==> config.mk <==
export PLATFORM = sky130hd
export DESIGN_NAME = input_capture_period_frequency
export DESIGN_NICKNAME = d
export VERILOG_FILES = /design/src/rtl/core/icpf_pkg.sv /design/src/rtl/core/input_capture_period_frequency.sv /design/src/rtl/core/icpf_divider.sv
export VERILOG_INCLUDE_DIRS = /design/src /design/src/rtl/core
export SDC_FILE = /design/constraint.sdc
export NUM_CORES = 1
export LEC_CHECK = 0
export BUFFER_PORTS_ARGS = -buffer_cell sky130_fd_sc_hd__buf_2
export CAP_MARGIN = 20
export CELL_PAD_IN_SITES_DETAIL_PLACEMENT = 2
export CELL_PAD_IN_SITES_GLOBAL_PLACEMENT = 2
export CORE_ASPECT_RATIO = 1.25
export CORE_MARGIN = 1.5
export CORE_UTILIZATION = 35
export DETAILED_ROUTE_END_ITERATION = 6
export HOLD_SLACK_MARGIN = 0.12
export PLACE_DENSITY = 0.81
export SLEW_MARGIN = 20
export SYNTH_ARGS = -nofsm -noshare
export SYNTH_HDL_FRONTEND = slang
export SYNTH_HIERARCHICAL = 1
export SYNTH_SLANG_ARGS = --single-unit
==> constraint.sdc <==
create_clock -name clk -period 7.1 [get_ports clk]
set_clock_uncertainty 0.2 [all_clocks]
set_input_delay 0.71 -clock clk [delete_from_list [all_inputs] [get_ports clk]]
set_output_delay 0.71 -clock clk [all_outputs]
set_load 0.05 [all_outputs]
==> src/rtl/core/input_capture_period_frequency_defines.svh <==
// Assertion macros for the input capture period and frequency meter.
// Used by modules that have clk and rst in scope; no other dependencies.
`ifndef INPUT_CAPTURE_PERIOD_FREQUENCY_DEFINES_SVH
`define INPUT_CAPTURE_PERIOD_FREQUENCY_DEFINES_SVH

`ifndef SYNTHESIS
// Check a property on every rising clk edge outside of reset.
`define ICPF_ASSERT(label, prop, msg) \
  label: assert property (@(posedge clk) disable iff (rst) prop) else $error(msg);
// Check a property on every rising clk edge, reset included.
`define ICPF_ASSERT_ALWAYS(label, prop, msg) \
  label: assert property (@(posedge clk) prop) else $error(msg);
`else
`define ICPF_ASSERT(label, prop, msg)
`define ICPF_ASSERT_ALWAYS(label, prop, msg)
`endif

`endif

==> src/rtl/core/icpf_pkg.sv <==
// Shared types and constants for the input capture period and frequency meter.
// No dependencies.
`timescale 1ns / 1ps

package icpf_pkg;

  localparam int COUNTER_WIDTH_DEF = 16;
  localparam int CAPTURE_W         = 16;
  localparam int DIV_W             = 32;
  localparam int CFG_INDEX_W       = 8;
  localparam int CFG_DATA_W        = 32;
  localparam int BUS_CLOCK_W       = 31;

  localparam logic [BUS_CLOCK_W-1:0] BUS_CLOCK_RESET = 31'd16000000;

  // Register indexes on the configuration channel
  localparam logic [CFG_INDEX_W-1:0] REG_BUS_CLOCK_HZ = 8'd0;
  localparam logic [CFG_INDEX_W-1:0] REG_BUS_DIVIDED  = 8'd1;

  // Control from the sequencer to the shared divider
  typedef struct packed {
    logic start;
  } div_ctrl_t;

  // Status from the shared divider back to the sequencer
  typedef struct packed {
    logic busy;
    logic done;
  } div_stat_t;

endpackage

==> src/rtl/core/input_capture_period_frequency.sv <==
// Input capture period and frequency meter, top level with sequencer.
// Depends on icpf_pkg, icpf_divider and input_capture_period_frequency_defines.svh.
// Usage: s_* takes one word per timer event (tuser [0] overflow, [1] capture,
//   tdata the captured counter value); m_* returns one word per input word
//   (tdata period_ticks low half, frequency_hz high half; tuser measurement_ready).
//   cfg writes bus_clock_hz (index 0) and bus_divided (index 1) and drops
//   other indexes; cfg_ready is always high, write only while idle.
// Flow: a word that divides passes through the CALC state, which updates
//   the period state, the 32 steps of the shared restoring divider (one
//   quotient bit each), the DIV state, which sees it finish, and the DONE
//   state, which loads the output. Before the first capture or on a zero
//   period the divide is skipped and CALC goes straight to DONE.
//   s_tready is high only while the sequencer is idle, so one word is in work
//   at a time: a new word is taken only after the last result has loaded.
//   The next word may be taken while a finished result still waits.
// Reset: rst clears the measurement state, loads the register defaults
//   (16 MHz, undivided) and empties the output register.
// Stall: while m_tready is low the result holds in the output register and
//   the next result waits in the sequencer until it drains.
`timescale 1ns / 1ps

`include "input_capture_period_frequency_defines.svh"

module input_capture_period_frequency
  import icpf_pkg::*;
#(
  parameter int COUNTER_WIDTH = COUNTER_WIDTH_DEF
) (
  input  logic                   clk,
  input  logic                   rst,
  // Event words
  input  logic                   s_tvalid,
  output logic                   s_tready,
  input  logic [15:0]            s_tdata,   // [15:0] capture_value
  input  logic [1:0]             s_tuser,   // [0] overflow_event, [1] capture_event
  // Result words
  output logic                   m_tvalid,
  input  logic                   m_tready,
  output logic [63:0]            m_tdata,   // [31:0] period_ticks, [63:32] frequency_hz
  output logic                   m_tuser,   // [0] measurement_ready
  // Configuration writes
  input  logic                   cfg_valid,
  output logic                   cfg_ready,
  input  logic [CFG_INDEX_W-1:0] cfg_index,
  input  logic [CFG_DATA_W-1:0]  cfg_data
);

  // Captures wider than the counter window keep only the window bits
  localparam logic [CAPTURE_W-1:0] CapMask = (COUNTER_WIDTH >= CAPTURE_W) ? '1 :
      CAPTURE_W'((64'd1 << COUNTER_WIDTH) - 64'd1);

  typedef enum logic [3:0] {
    ST_IDLE = 4'b0001,
    ST_CALC = 4'b0010,
    ST_DIV  = 4'b0100,
    ST_DONE = 4'b1000
  } state_t;

  state_t state;

  // Configuration registers
  logic [BUS_CLOCK_W-1:0] bus_clock_hz;
  logic                   bus_divided;

  // Measurement state
  logic [CAPTURE_W-1:0] previous_capture;
  logic [DIV_W-1:0]     overflow_tally;
  logic [DIV_W-1:0]     period_store;
  logic                 ready_flag;

  // Accepted word
  logic                 ev_overflow;
  logic                 ev_capture;
  logic [CAPTURE_W-1:0] ev_value;

  logic                 use_div;

  logic [DIV_W-1:0] tally_next;
  logic [DIV_W-1:0] period_next;
  logic             ready_next;
  logic [DIV_W-1:0] timer_clock;
  logic             out_free;

  div_ctrl_t        div_ctrl;
  div_stat_t        div_stat;
  logic [DIV_W-1:0] quotient;

  assign cfg_ready = 1'b1;
  assign s_tready  = (state == ST_IDLE);
  assign out_free  = !m_tvalid || m_tready;

  always_ff @(posedge clk) begin
    if (rst) begin
      bus_clock_hz <= BUS_CLOCK_RESET;
      bus_divided  <= 1'b0;
    end else if (cfg_valid && cfg_ready) begin
      case (cfg_index)
        REG_BUS_CLOCK_HZ: bus_clock_hz <= cfg_data[BUS_CLOCK_W-1:0];
        REG_BUS_DIVIDED:  bus_divided  <= cfg_data[0];
        default: ;
      endcase
    end
  end

  // Timer clock doubles when the bus prescaler divides; 31 bits times two fit
  assign timer_clock = bus_divided ? {bus_clock_hz, 1'b0} : {1'b0, bus_clock_hz};

  // Count the overflow first, then close the period on a capture. The window
  // correction for a capture below the previous one folds into a plain
  // 32-bit difference of the two captures.
  always_comb begin
    tally_next  = overflow_tally + DIV_W'(ev_overflow);
    period_next = period_store;
    ready_next  = ready_flag;
    if (ev_capture) begin
      period_next = DIV_W'(64'(tally_next) << COUNTER_WIDTH)
                  + DIV_W'(ev_value) - DIV_W'(previous_capture);
      ready_next  = 1'b1;
    end
  end

  assign div_ctrl.start = (state == ST_CALC) && ready_next && (period_next != '0);

  icpf_divider u_divider (
    .clk      (clk),
    .rst      (rst),
    .ctrl     (div_ctrl),
    .dividend (timer_clock),
    .divisor  (period_next),
    .stat     (div_stat),
    .quotient (quotient)
  );

  always_ff @(posedge clk) begin
    if (rst) begin
      state            <= ST_IDLE;
      previous_capture <= '0;
      overflow_tally   <= '0;
      period_store     <= '0;
      ready_flag       <= 1'b0;
      m_tvalid         <= 1'b0;
      use_div          <= 1'b0;
    end else begin
      // Drop the word once taken, unless a new one loads in the same cycle
      if (m_tvalid && m_tready && (state != ST_DONE)) begin
        m_tvalid <= 1'b0;
      end
      case (state)
        ST_IDLE: begin
          if (s_tvalid) begin
            state <= ST_CALC;
          end
        end
        ST_CALC: begin
          // Commit the new state and start the divide if one is needed
          period_store <= period_next;
          ready_flag   <= ready_next;
          use_div      <= div_ctrl.start;
          if (ev_capture) begin
            previous_capture <= ev_value;
            overflow_tally   <= '0;
          end else begin
            overflow_tally <= tally_next;
          end
          state <= div_ctrl.start ? ST_DIV : ST_DONE;
        end
        ST_DIV: begin
          if (div_stat.done) begin
            state <= ST_DONE;
          end
        end
        ST_DONE: begin
          // Hold until the output register drains
          if (out_free) begin
            m_tvalid <= 1'b1;
            state    <= ST_IDLE;
          end
        end
        default: state <= ST_IDLE;
      endcase
    end
  end

  // Latch the accepted word and load the result payload
  always_ff @(posedge clk) begin
    if (s_tvalid && s_tready) begin
      ev_overflow <= s_tuser[0];
      ev_capture  <= s_tuser[1];
      ev_value    <= s_tdata & CapMask;
    end
    if (state == ST_DONE && out_free) begin
      m_tdata <= {(use_div ? quotient : DIV_W'(0)), period_store};
      m_tuser <= ready_flag;
    end
  end

  `ICPF_ASSERT(a_idle_div_quiet, s_tready |-> !div_stat.busy,
               "divider busy while accepting a new word")
  `ICPF_ASSERT(a_done_in_div, div_stat.done |-> (state == ST_DIV),
               "divider finished outside the divide state")
  `ICPF_ASSERT(a_load_from_done, $rose(m_tvalid) |-> $past(state == ST_DONE),
               "result loaded without a finished computation")
  `ICPF_ASSERT(a_ready_sticky, ready_flag |=> ready_flag,
               "measurement ready flag dropped")

endmodule

==> src/rtl/core/icpf_divider.sv <==
// Iterative restoring divider, one quotient bit per cycle.
// Depends on icpf_pkg.
`timescale 1ns / 1ps

module icpf_divider
  import icpf_pkg::*;
(
  input  logic             clk,
  input  logic             rst,
  input  div_ctrl_t        ctrl,
  input  logic [DIV_W-1:0] dividend,
  input  logic [DIV_W-1:0] divisor,
  output div_stat_t        stat,
  output logic [DIV_W-1:0] quotient
);

  localparam int CountW = $clog2(DIV_W);

  logic [DIV_W-1:0]  rem;
  logic [DIV_W-1:0]  quo;
  logic [DIV_W-1:0]  dvs;
  logic [CountW-1:0] count;
  logic              busy;
  logic              done;
  logic [DIV_W:0]    shifted;
  logic [DIV_W:0]    trial;

  // One shared subtractor: shift in the next dividend bit and try the divisor
  assign shifted = {rem, quo[DIV_W-1]};
  assign trial   = shifted - {1'b0, dvs};

  always_ff @(posedge clk) begin
    if (rst) begin
      busy  <= 1'b0;
      done  <= 1'b0;
      count <= '0;
    end else begin
      done <= 1'b0;
      if (ctrl.start) begin
        busy  <= 1'b1;
        count <= CountW'(DIV_W - 1);
      end else if (busy) begin
        if (count == '0) begin
          busy <= 1'b0;
          done <= 1'b1;
        end else begin
          count <= count - 1'b1;
        end
      end
    end
  end

  always_ff @(posedge clk) begin
    if (ctrl.start) begin
      rem <= '0;
      quo <= dividend;
      dvs <= divisor;
    end else if (busy) begin
      if (!trial[DIV_W]) begin
        rem <= trial[DIV_W-1:0];
        quo <= {quo[DIV_W-2:0], 1'b1};
      end else begin
        rem <= shifted[DIV_W-1:0];
        quo <= {quo[DIV_W-2:0], 1'b0};
      end
    end
  end

  assign stat.busy = busy;
  assign stat.done = done;
  assign quotient  = quo;

endmodule

==> results of run 1 <==
## cell type report
type                    instances  area share
clock buffers                  50      0.0559
clock inverters                11      0.0109
inverters                      71      0.0152
multi-input cells            1121       0.418
flip-flops and latches        289       0.413
well taps                     565      0.0402
repair buffers                149      0.0471
## timing repair
action	4_1_cts	5_1_grt
endpoints found under the hold margin	3	0
hold buffers	3	0
setup buffers	0	0
## cells in the final DEF (no fill, tap or decap), types with 18 or more instances in the layout
master     instances
nor3_1            18
and2_1            39
nand2_1          244
xor2_1            22
a21oi_1          126
a21o_1            21
mux2_2            73
edfxtp_1         147
o21ai_0           44
ha_1              52
xnor2_1           48
dfxtp_1          141
clkbuf_16         35
buf_4             18
nand3_1           29
inv_1             71
buf_2            127
nor2_1           116
## registers in the layout, indices dropped and copies added (netlist names), 4 cells and up
register and flops:
bus_clock_hz 31, m_tdata 64, u_divider/rem 32, state 4
overflow_tally 16, period_store 32, previous_capture 16, u_divider/quotient 32
ev_value 16, u_divider/count 5, u_divider/dvs 32
## how the worst min path moves through the flow
stage | to | cells after the start | slack (ps)
finish | ev_value[5] | 1 | 150
global route | ev_value[7] | 1 | 130
CTS | ev_value[0] | 1 | 120
detailed placement | m_tdata[2] | 0 | 250
global placement | m_tdata[9] | 0 | 240
floorplan | m_tdata[11] | 0 | 220
## worst max-delay path, stage by stage, from the launching register on
cell       delay [ps]
edfxtp_1          400
inv_1              90
ha_1              190
inv_1              70
fa_1              450
a211oi_2          330
o21ai_2           150
xor2_1            220
mux2_2            330
a211oi_1          260
nand4b_1          170
or4_1             520
a2111oi_0         430
and3_2            370
a21boi_4          100
nor2b_1           760
buf_4             340
nand3_1           110
o311ai_2           90
## power groups by stage
stage / Clock, W / Sequential [W] / Combinational [W]
2_1_floorplan: 0 / 0.00194 / 0.000939
3_3_place_gp: 0 / 0.00196 / 0.00117
3_5_place_dp: 0 / 0.00197 / 0.00123
4_1_cts: 0.00192 / 0.00193 / 0.00125
5_1_grt: 0.00198 / 0.00194 / 0.00138
6_report: 0.00188 / 0.00193 / 0.00126
## routing by layer
layer	vias up	GRT usage	part of all wire
li1	5809	-	-
met1	6309	0.270	0.42
met2	185	0.410	0.53
met3	88	0.0253	0.025
met4	0	0.0746	0.029
met5	-	0	0
## metrics by stage
stage | std cells | cell area, um^2 | util | hold slack [ps] | power [W]
after floorplan | 1573 | 15300 | - | 222 | 0.00287
after global placement | 2191 | 16300 | 0.380 | 237 | 0.00313
after detailed placement | 2191 | 16300 | 0.380 | 249 | 0.00320
after CTS | 2255 | 17600 | 0.407 | 121 | 0.00510
after global routing | 2256 | 17600 | 0.408 | 134 | 0.00530
final | 2256 | 17600 | 0.408 | 148 | 0.00507
==> results.sh, run 1 <==
export IMPL_detailroute_via_count=12400
export IMPL_dr_pass1_iters=5
export IMPL_drive_above_1_share=0.186
export IMPL_cts_made_buffers=34
export IMPL_syn_nets=1690
export IMPL_finalSetupTns_ps=0
export IMPL_register_area_um2=7260
export IMPL_max_cap_violations=0
export IMPL_core_area_um2=43100
export IMPL_start_util=0.354
export IMPL_cts_tree="yes"
export IMPL_critical_path_required_ps=7330
export IMPL_antenna_found_initial=0
export IMPL_slew_violations=0
export IMPL_placementRows=85
export IMPL_drt_iter0_drc=542
export IMPL_tightest_slew_ps=1030
export IMPL_place_gp_congestion=0.866
export IMPL_grt_pass1_vias=13800
export IMPL_cts_sink_count=289
export IMPL_cts_path_max_buffers=3
export IMPL_status="complete, no violations"
export IMPL_r2r_cells=18
export IMPL_gr_usage_all_layers=0.224
export IMPL_p_int_w=0.00346
export IMPL_wl_per_cell_um=22.2
export IMPL_rrSetupSlack_ps=1390
export IMPL_die_height_um=236
export IMPL_cts_resized=0
export IMPL_clkSlewWorstSetupHoldPaths_ps=60
export IMPL_overflow=0
export IMPL_min_path_type="in2reg"
export IMPL_r2r_start="ev_value[0]"
export IMPL_die_area_um2=44900
export IMPL_fillers=4650
export IMPL_fmax_mhz=175
export IMPL_cp_max_fo=10
export IMPL_syn_area_per_cell_um2=9.70
export IMPL_multiInputGateArea_um2=7350
export IMPL_p_sw_w=0.00160
export IMPL_drc=0
export IMPL_dp_slack_ps=1320
export IMPL_diodes=0
export IMPL_cp_start_kind="register"
export IMPL_p_per_area_nw_per_um2=288
export IMPL_cp_endpoint="u_divider/rem[21]"
export IMPL_io_pins=131
export IMPL_cts_htree_levels=2
export IMPL_viasPerCell=5.49
export IMPL_p_sw_frac=0.316
export IMPL_postSynthCellCount=1573
export IMPL_leakage_nw=6.62
export IMPL_rsz0062_at_grt="false"
export IMPL_setup_slack_ps=1390
export IMPL_grt_max_degree=81
export IMPL_synthToLayoutAreaGrowth_pct=15.2
export IMPL_crit_path_end_kind="register"
export IMPL_die_w_um=190
export IMPL_setup_viol=0
export IMPL_cp_arrival_ps=5940
export IMPL_crit_type="reg2reg"
export IMPL_p_clk_frac=0.371
export IMPL_clk_latency_ps=540
export IMPL_netlist_area_um2=15300
export IMPL_hp_start="s_tdata[5]"
export IMPL_grt_pass1_wl_mm=79.1
export IMPL_place_hpwl_mm=34.6
export IMPL_r2r_end="u_divider/rem[21]"
export IMPL_irDropWorstVdd_uv=271
export IMPL_port_buffers=128
export IMPL_min_period_over_period=0.804
export IMPL_cts_root_buffer="clkbuf_16"
export IMPL_finalHoldViolCount=0
export IMPL_seqPwrFrac=0.382
export IMPL_power_frac_comb=0.248
export IMPL_fin_crit_ps=5710
export IMPL_wl_mm=50.2
export IMPL_cp_startpoint="ev_value[0]"
export IMPL_yosysWarnings=6
export IMPL_ant_nets=0
export IMPL_fin_nets=1783
export IMPL_relSlewSlack=0.314
Note: power is estimated with default switching activity, not from simulation.
==> run 2: changes to the inputs <==
--- a/config.mk
+++ b/config.mk
@@ -12,10 +12,10 @@
 export CELL_PAD_IN_SITES_GLOBAL_PLACEMENT = 2
 export CORE_ASPECT_RATIO = 1.25
 export CORE_MARGIN = 1.5
-export CORE_UTILIZATION = 35
+export CORE_UTILIZATION = 39
 export DETAILED_ROUTE_END_ITERATION = 6
 export HOLD_SLACK_MARGIN = 0.12
-export PLACE_DENSITY = 0.81
+export PLACE_DENSITY = 0.85
 export SLEW_MARGIN = 20
 export SYNTH_ARGS = -nofsm -noshare
 export SYNTH_HDL_FRONTEND = slang
==> constraint.sdc (replaced) <==
create_clock -name clk -period 5.75 [get_ports clk]
set_clock_uncertainty 0.2 [all_clocks]
set_input_delay 0.575 -clock clk [delete_from_list [all_inputs] [get_ports clk]]
set_output_delay 0.575 -clock clk [all_outputs]
set_load 0.05 [all_outputs]
==> run 2 against run 1 <==
Net effect: maximum frequency up 3.4%; critical path type unchanged; worst setup slack worse by 1200 ps; non-clock buffer count up 52; final area up 1.5%.
==> results.sh, run 2 (synthesis gave the netlist of run 1 again) <==
export IMPL_die_height_um=224
export IMPL_place_hpwl_mm=35.1
export IMPL_fillers=3978
export IMPL_diodes=0
export IMPL_drc=0
export IMPL_wl_mm=61.2
export IMPL_finalSetupTns_ps=0
export IMPL_total_power_w=0.00615
export IMPL_rsz0062_at_grt="false"
export IMPL_overflow=0
export IMPL_cp_start_kind="register"
export IMPL_synthToLayoutAreaGrowth_pct=16.9
export IMPL_power_frac_comb=0.270
export IMPL_mostFrequentLayoutCells="nand2_1, edfxtp_1, dfxtp_1, buf_2, a21oi_1"
export IMPL_final_common_cell="nand2_1"
export IMPL_crit_type="reg2reg"
export IMPL_drive_above_1_share=0.186
export IMPL_multiInputGateArea_um2=7380
export IMPL_cp_arrival_ps=5650
export IMPL_min_path_type="in2reg"
export IMPL_crit_family="simple AND/OR/NAND/NOR gates"
export IMPL_fmax_mhz=181
export IMPL_die_w_um=180
export IMPL_io_pins=131
export IMPL_gr_usage_all_layers=0.297
export IMPL_relSlewSlack=0.353
export IMPL_slew_violations=0
export IMPL_largest_reg_flops=64
export IMPL_cts_root_buffer="clkbuf_16"
export IMPL_min_period_over_period=0.960
export IMPL_ant_nets=0
export IMPL_grt_pass1_wl_mm=92.8
export IMPL_crit_path_end_kind="register"
export IMPL_p_sw_frac=0.345
export IMPL_p_clk_frac=0.340
export IMPL_dr_pass1_iters=5
export IMPL_finalHoldViolCount=0
export IMPL_detailroute_via_count=13500
export IMPL_cts_made_buffers=30
export IMPL_path_buf_inv=1
export IMPL_cts_htree_levels=1
export IMPL_worstPathCellList="ha_1 -> ha_1 -> nand4_1 -> nor3_1 -> xnor2_1 -> nand3_1 -> or4_1 -> mux2i_1 -> nor2_1 -> o2111a_1 -> and3_4 -> a21boi_4 -> buf_4 -> mux2_2"
export IMPL_antenna_found_initial=1
export IMPL_p_sw_w=0.00212
export IMPL_fin_nets=1832
export IMPL_placementRows=80
export IMPL_core_area_um2=38300
export IMPL_largest_register="m_tdata"
export IMPL_fin_crit_ps=5520
export IMPL_register_area_um2=7260
export IMPL_cp_max_fo=35
export IMPL_viasPerCell=6.03
export IMPL_leakage_nw=6.79
export IMPL_slowest_delay_ps=710
export IMPL_grt_pass1_vias=14800
export IMPL_cts_sink_count=289
export IMPL_start_util=0.398
export IMPL_tightest_slew_ps=964
export IMPL_die_area_um2=40300
export IMPL_fin_util=0.465
export IMPL_clk_latency_ps=600
export IMPL_grt_max_degree=75
export IMPL_wl_per_cell_um=27.4
export IMPL_cts_tree="yes"
export IMPL_cp_common_cell="ha_1"
export IMPL_drt_iter0_drc=846
export IMPL_status="complete, no violations"
export IMPL_max_cap_violations=0
export IMPL_p_int_w=0.00403
export IMPL_setup_viol=0
export IMPL_postCtsSetupRepairBufs=0
export IMPL_cts_path_max_buffers=3
export IMPL_critical_path_required_ps=5880
export IMPL_irDropWorstVdd_uv=260
export IMPL_place_gp_congestion=0.878
export IMPL_critPathSlowestCell="or4_1"
export IMPL_port_buffers=128
export IMPL_clkSlewWorstSetupHoldPaths_ps=80
export IMPL_p_per_area_nw_per_um2=345
export IMPL_seqPwrFrac=0.390
[run 2: final timing paths]
check | startpoint | end | slack [ps] | cells after the start
worst max-delay path | ev_overflow | u_divider/quotient[19] | 230 | 14
worst max register to register | ev_overflow | u_divider/quotient[19] | 230 | 14
worst min-delay path | s_tvalid | state[1] | 210 | 3
worst min register to register | previous_capture[7] | previous_capture[7] | 260 | 2
[run 2: power groups by stage]
| stage | Combinational, W | Sequential (W) | Clock, W |
|---|---|---|---|
| 4_1_cts | 0.00159 | 0.00239 | 0.00207 |
| 5_1_grt | 0.00179 | 0.00241 | 0.00218 |
| 2_1_floorplan | 0.00116 | 0.00239 | 0 |
| 6_report | 0.00166 | 0.00240 | 0.00209 |
| 3_5_place_dp | 0.00151 | 0.00243 | 0 |
| 3_3_place_gp | 0.00144 | 0.00242 | 0 |
[run 2: layout make-up]
class | instances | area share
Inverter | 71 | 0.0149
Clock buffer | 40 | 0.0501
Tap cell | 492 | 0.0345
Multi-Input combinational cell | 1122 | 0.414
Sequential cell | 289 | 0.407
Timing Repair Buffer | 201 | 0.0736
Clock inverter | 16 | 0.00645
[run 2: through the flow]
step / worst slack (ps) / std cells / hold slack, ps / area [um^2]
final: 228 / 2231 / 214 / 17800
after global routing: 45.6 / 2231 / 221 / 17800
after CTS: 101 / 2227 / 122 / 17800
after detailed placement: 275 / 2125 / 246 / 16300
after global placement: 440 / 2125 / 234 / 16300
after floorplan: 174 / 1573 / 222 / 15300
[run 2: worst register-to-register path, cell delays in order (launching register included)]
cell and delay, ps:
edfxtp_1 350, ha_1 210, ha_1 490, nand4_1 250, nor3_1 250, xnor2_1 310
nand3_1 190, or4_1 710, mux2i_1 300, nor2_1 130, o2111a_1 150, and3_4 240
a21boi_4 450, buf_4 570, mux2_2 460
[run 2: timing repair]
item / in CTS / in global routing
gates resized for setup: 0 / 6
endpoints found under the hold margin: 46 / 3
setup endpoints to repair: 0 / 78
hold buffers: 46 / 3
[run 2: metal layers]
| metal | GRT usage | vias to the layer above | routed length (um) |
|---|---|---|---|
| met5 | 0.00121 | - | 13 |
| met4 | 0.150 | 2 | 3260 |
| met3 | 0.0449 | 184 | 2930 |
| met2 | 0.530 | 482 | 30900 |
| met1 | 0.345 | 6859 | 24000 |
| li1 | - | 5927 | - |
==> run 3: changes to the inputs <==
--- a/config.mk
+++ b/config.mk
@@ -14,6 +14,7 @@
 export CORE_MARGIN = 1.5
 export CORE_UTILIZATION = 39
 export DETAILED_ROUTE_END_ITERATION = 6
+export GPL_TIMING_DRIVEN = 0
 export HOLD_SLACK_MARGIN = 0.12
 export PLACE_DENSITY = 0.85
 export SLEW_MARGIN = 20
==> run 3 against run 2 <==
Net effect: critical endpoint is now u_divider/rem[9]; sequential power about the same; maximum frequency shrank 4.9%; combinational power about the same; worst setup slack got worse by 280 ps; highest routed layer is now met4; total power grew 4.4%; utilization grew 0.92 points; final area up 2.0%; the flow now finishes with violations (negative setup slack).
==> results.sh, run 3 (synthesis gave the netlist of run 1 again) <==
export IMPL_status="finished, violations left"
export IMPL_violations="negative setup slack"
export IMPL_grt_pass1_vias=15000
export IMPL_gr_usage_all_layers=0.298
export IMPL_clkSlewWorstSetupHoldPaths_ps=70
export IMPL_die_w_um=180
export IMPL_holdPathStages=3
export IMPL_overflow=0
export IMPL_placementRows=80
export IMPL_drc=0
export IMPL_r2r_end="u_divider/rem[9]"
export IMPL_r2r_start="ev_value[0]"
export IMPL_irDropWorstVdd_uv=219
export IMPL_multiInputGateArea_um2=7330
export IMPL_cp_endpoint="u_divider/rem[9]"
export IMPL_critical_path_required_ps=5920
export IMPL_finalHoldViolCount=0
export IMPL_fin_crit_ps=5800
export IMPL_relSlewSlack=0.316
export IMPL_register_area_um2=7260
export IMPL_io_pins=131
export IMPL_drt_iter0_drc=806
export IMPL_r2r_cells=17
export IMPL_p_per_area_nw_per_um2=353
export IMPL_cts_sink_count=289
export IMPL_crit_path_end_kind="register"
export IMPL_drive_above_1_share=0.185
export IMPL_detailroute_via_count=13600
export IMPL_synthToLayoutAreaGrowth_pct=19.3
export IMPL_fmax_mhz=172
export IMPL_largest_reg_flops=64
export IMPL_rrSetupSlack_ps=-50
export IMPL_cts_path_max_buffers=3
export IMPL_viasPerCell=5.91
export IMPL_crit_type="reg2reg"
export IMPL_final_common_cell="nand2_1"
export IMPL_min_period_over_period=1.01
export IMPL_start_util=0.398
export IMPL_die_area_um2=40300
export IMPL_cp_max_fo=13
export IMPL_mostFrequentLayoutCells="nand2_1, edfxtp_1, dfxtp_1, buf_2, a21oi_1"
export IMPL_dr_pass1_iters=5
export IMPL_cp_startpoint="ev_value[0]"
export IMPL_port_buffers=128
export IMPL_slew_violations=0
export IMPL_place_gp_congestion=0.919
export IMPL_final_area_um2=18200
export IMPL_tightest_slew_ps=1020
export IMPL_place_hpwl_mm=40.2
export IMPL_ant_nets=0
export IMPL_wl_per_cell_um=27.2
export IMPL_clk_latency_ps=530
export IMPL_fillers=4029
export IMPL_setup_slack_ps=-53.6
export IMPL_cp_arrival_ps=5980
export IMPL_wl_mm=62.3
export IMPL_cts_htree_levels=2
export IMPL_min_path_type="in2reg"
export IMPL_antenna_found_initial=2
export IMPL_largest_register="m_tdata"
export IMPL_finalSetupTns_ps=-53.6
export IMPL_setup_viol=1
export IMPL_cts_tree="yes"
export IMPL_cts_root_buffer="clkbuf_16"
export IMPL_grt_pass1_wl_mm=92.6
export IMPL_cts_made_buffers=34
export IMPL_core_area_um2=38300
export IMPL_placed_cell_area_um2=16600
export IMPL_cp_start_kind="register"
export IMPL_grt_max_degree=33
export IMPL_leakage_nw=6.94
export IMPL_fin_nets=1893
export IMPL_max_cap_violations=0
export IMPL_die_height_um=224
[run 3: metal layers]
layer	vias to the layer above	part of all wire	GRT usage
met5	-	0	0
met4	0	0.046	0.129
met3	150	0.037	0.0332
met2	407	0.52	0.553
met1	6956	0.40	0.344
li1	6047	-	-
[run 3: worst max-delay path, stage by stage, from the launching register on]
cell and delay (ps):
edfxtp_1 400, inv_1 90, ha_1 190, inv_1 80, fa_1 440, xnor2_1 260
a21oi_1 200, or4_1 580, a2111oi_2 360, nand4b_1 140, or4_1 540, a2111oi_1 420
and3_2 340, a21boi_4 190, inv_1 150, nand2_1 150, clkbuf_2 350, o311ai_1 520
[run 3: timing repair]
action	in CTS	in global routing
setup endpoints to repair	81	21
hold buffers	33	2
pin swaps	1	1
endpoints found under the hold margin	33	2
gates resized for setup	11	7
setup buffers	1	0
[run 3: report_power, final]
part,switching [W],internal (W),total (W),leakage (nW)
clock network,0.000947,0.00139,0.00233,0.581
logic,0.00106,0.000632,0.00169,3.88
registers,0.000116,0.00228,0.00239,2.48
total,0.00212,0.00430,0.00642,6.94
[run 3: area by class of cell]
class | count | area share
Sequential cell | 289 | 0.399
Clock inverter | 14 | 0.00839
Inverter | 71 | 0.0148
Buffer | 91 | 0.0241
Antenna cell | 1 | 0.000138
Clock buffer | 47 | 0.0563
Timing Repair Buffer | 168 | 0.0605
Multi-Input combinational cell | 1121 | 0.403
Tap cell | 492 | 0.0338
[run 3: how the worst min path moves through the flow]
stage                          from                   end  slack, ps
2_1_floorplan      period_store[11]           m_tdata[11]        220
3_3_place_gp   previous_capture[10]  previous_capture[10]        240
3_5_place_dp       period_store[29]           m_tdata[29]        250
4_1_cts                cfg_data[26]      bus_clock_hz[26]        120
5_1_grt                cfg_data[27]      bus_clock_hz[27]        130
6_report                cfg_data[3]       bus_clock_hz[3]        120
[run 3: through the flow]
stage,total power (W),util,hold WS [ps],setup slack [ps],instances
after global placement,0.00393,0.431,242,-1660,2193
after CTS,0.00639,0.474,121,74.0,2291
final,0.00642,0.475,120,-53.6,2294
after floorplan,0.00355,-,222,174,1573
after global routing,0.00665,0.475,130,-170,2294
after detailed placement,0.00402,0.434,249,-1290,2197
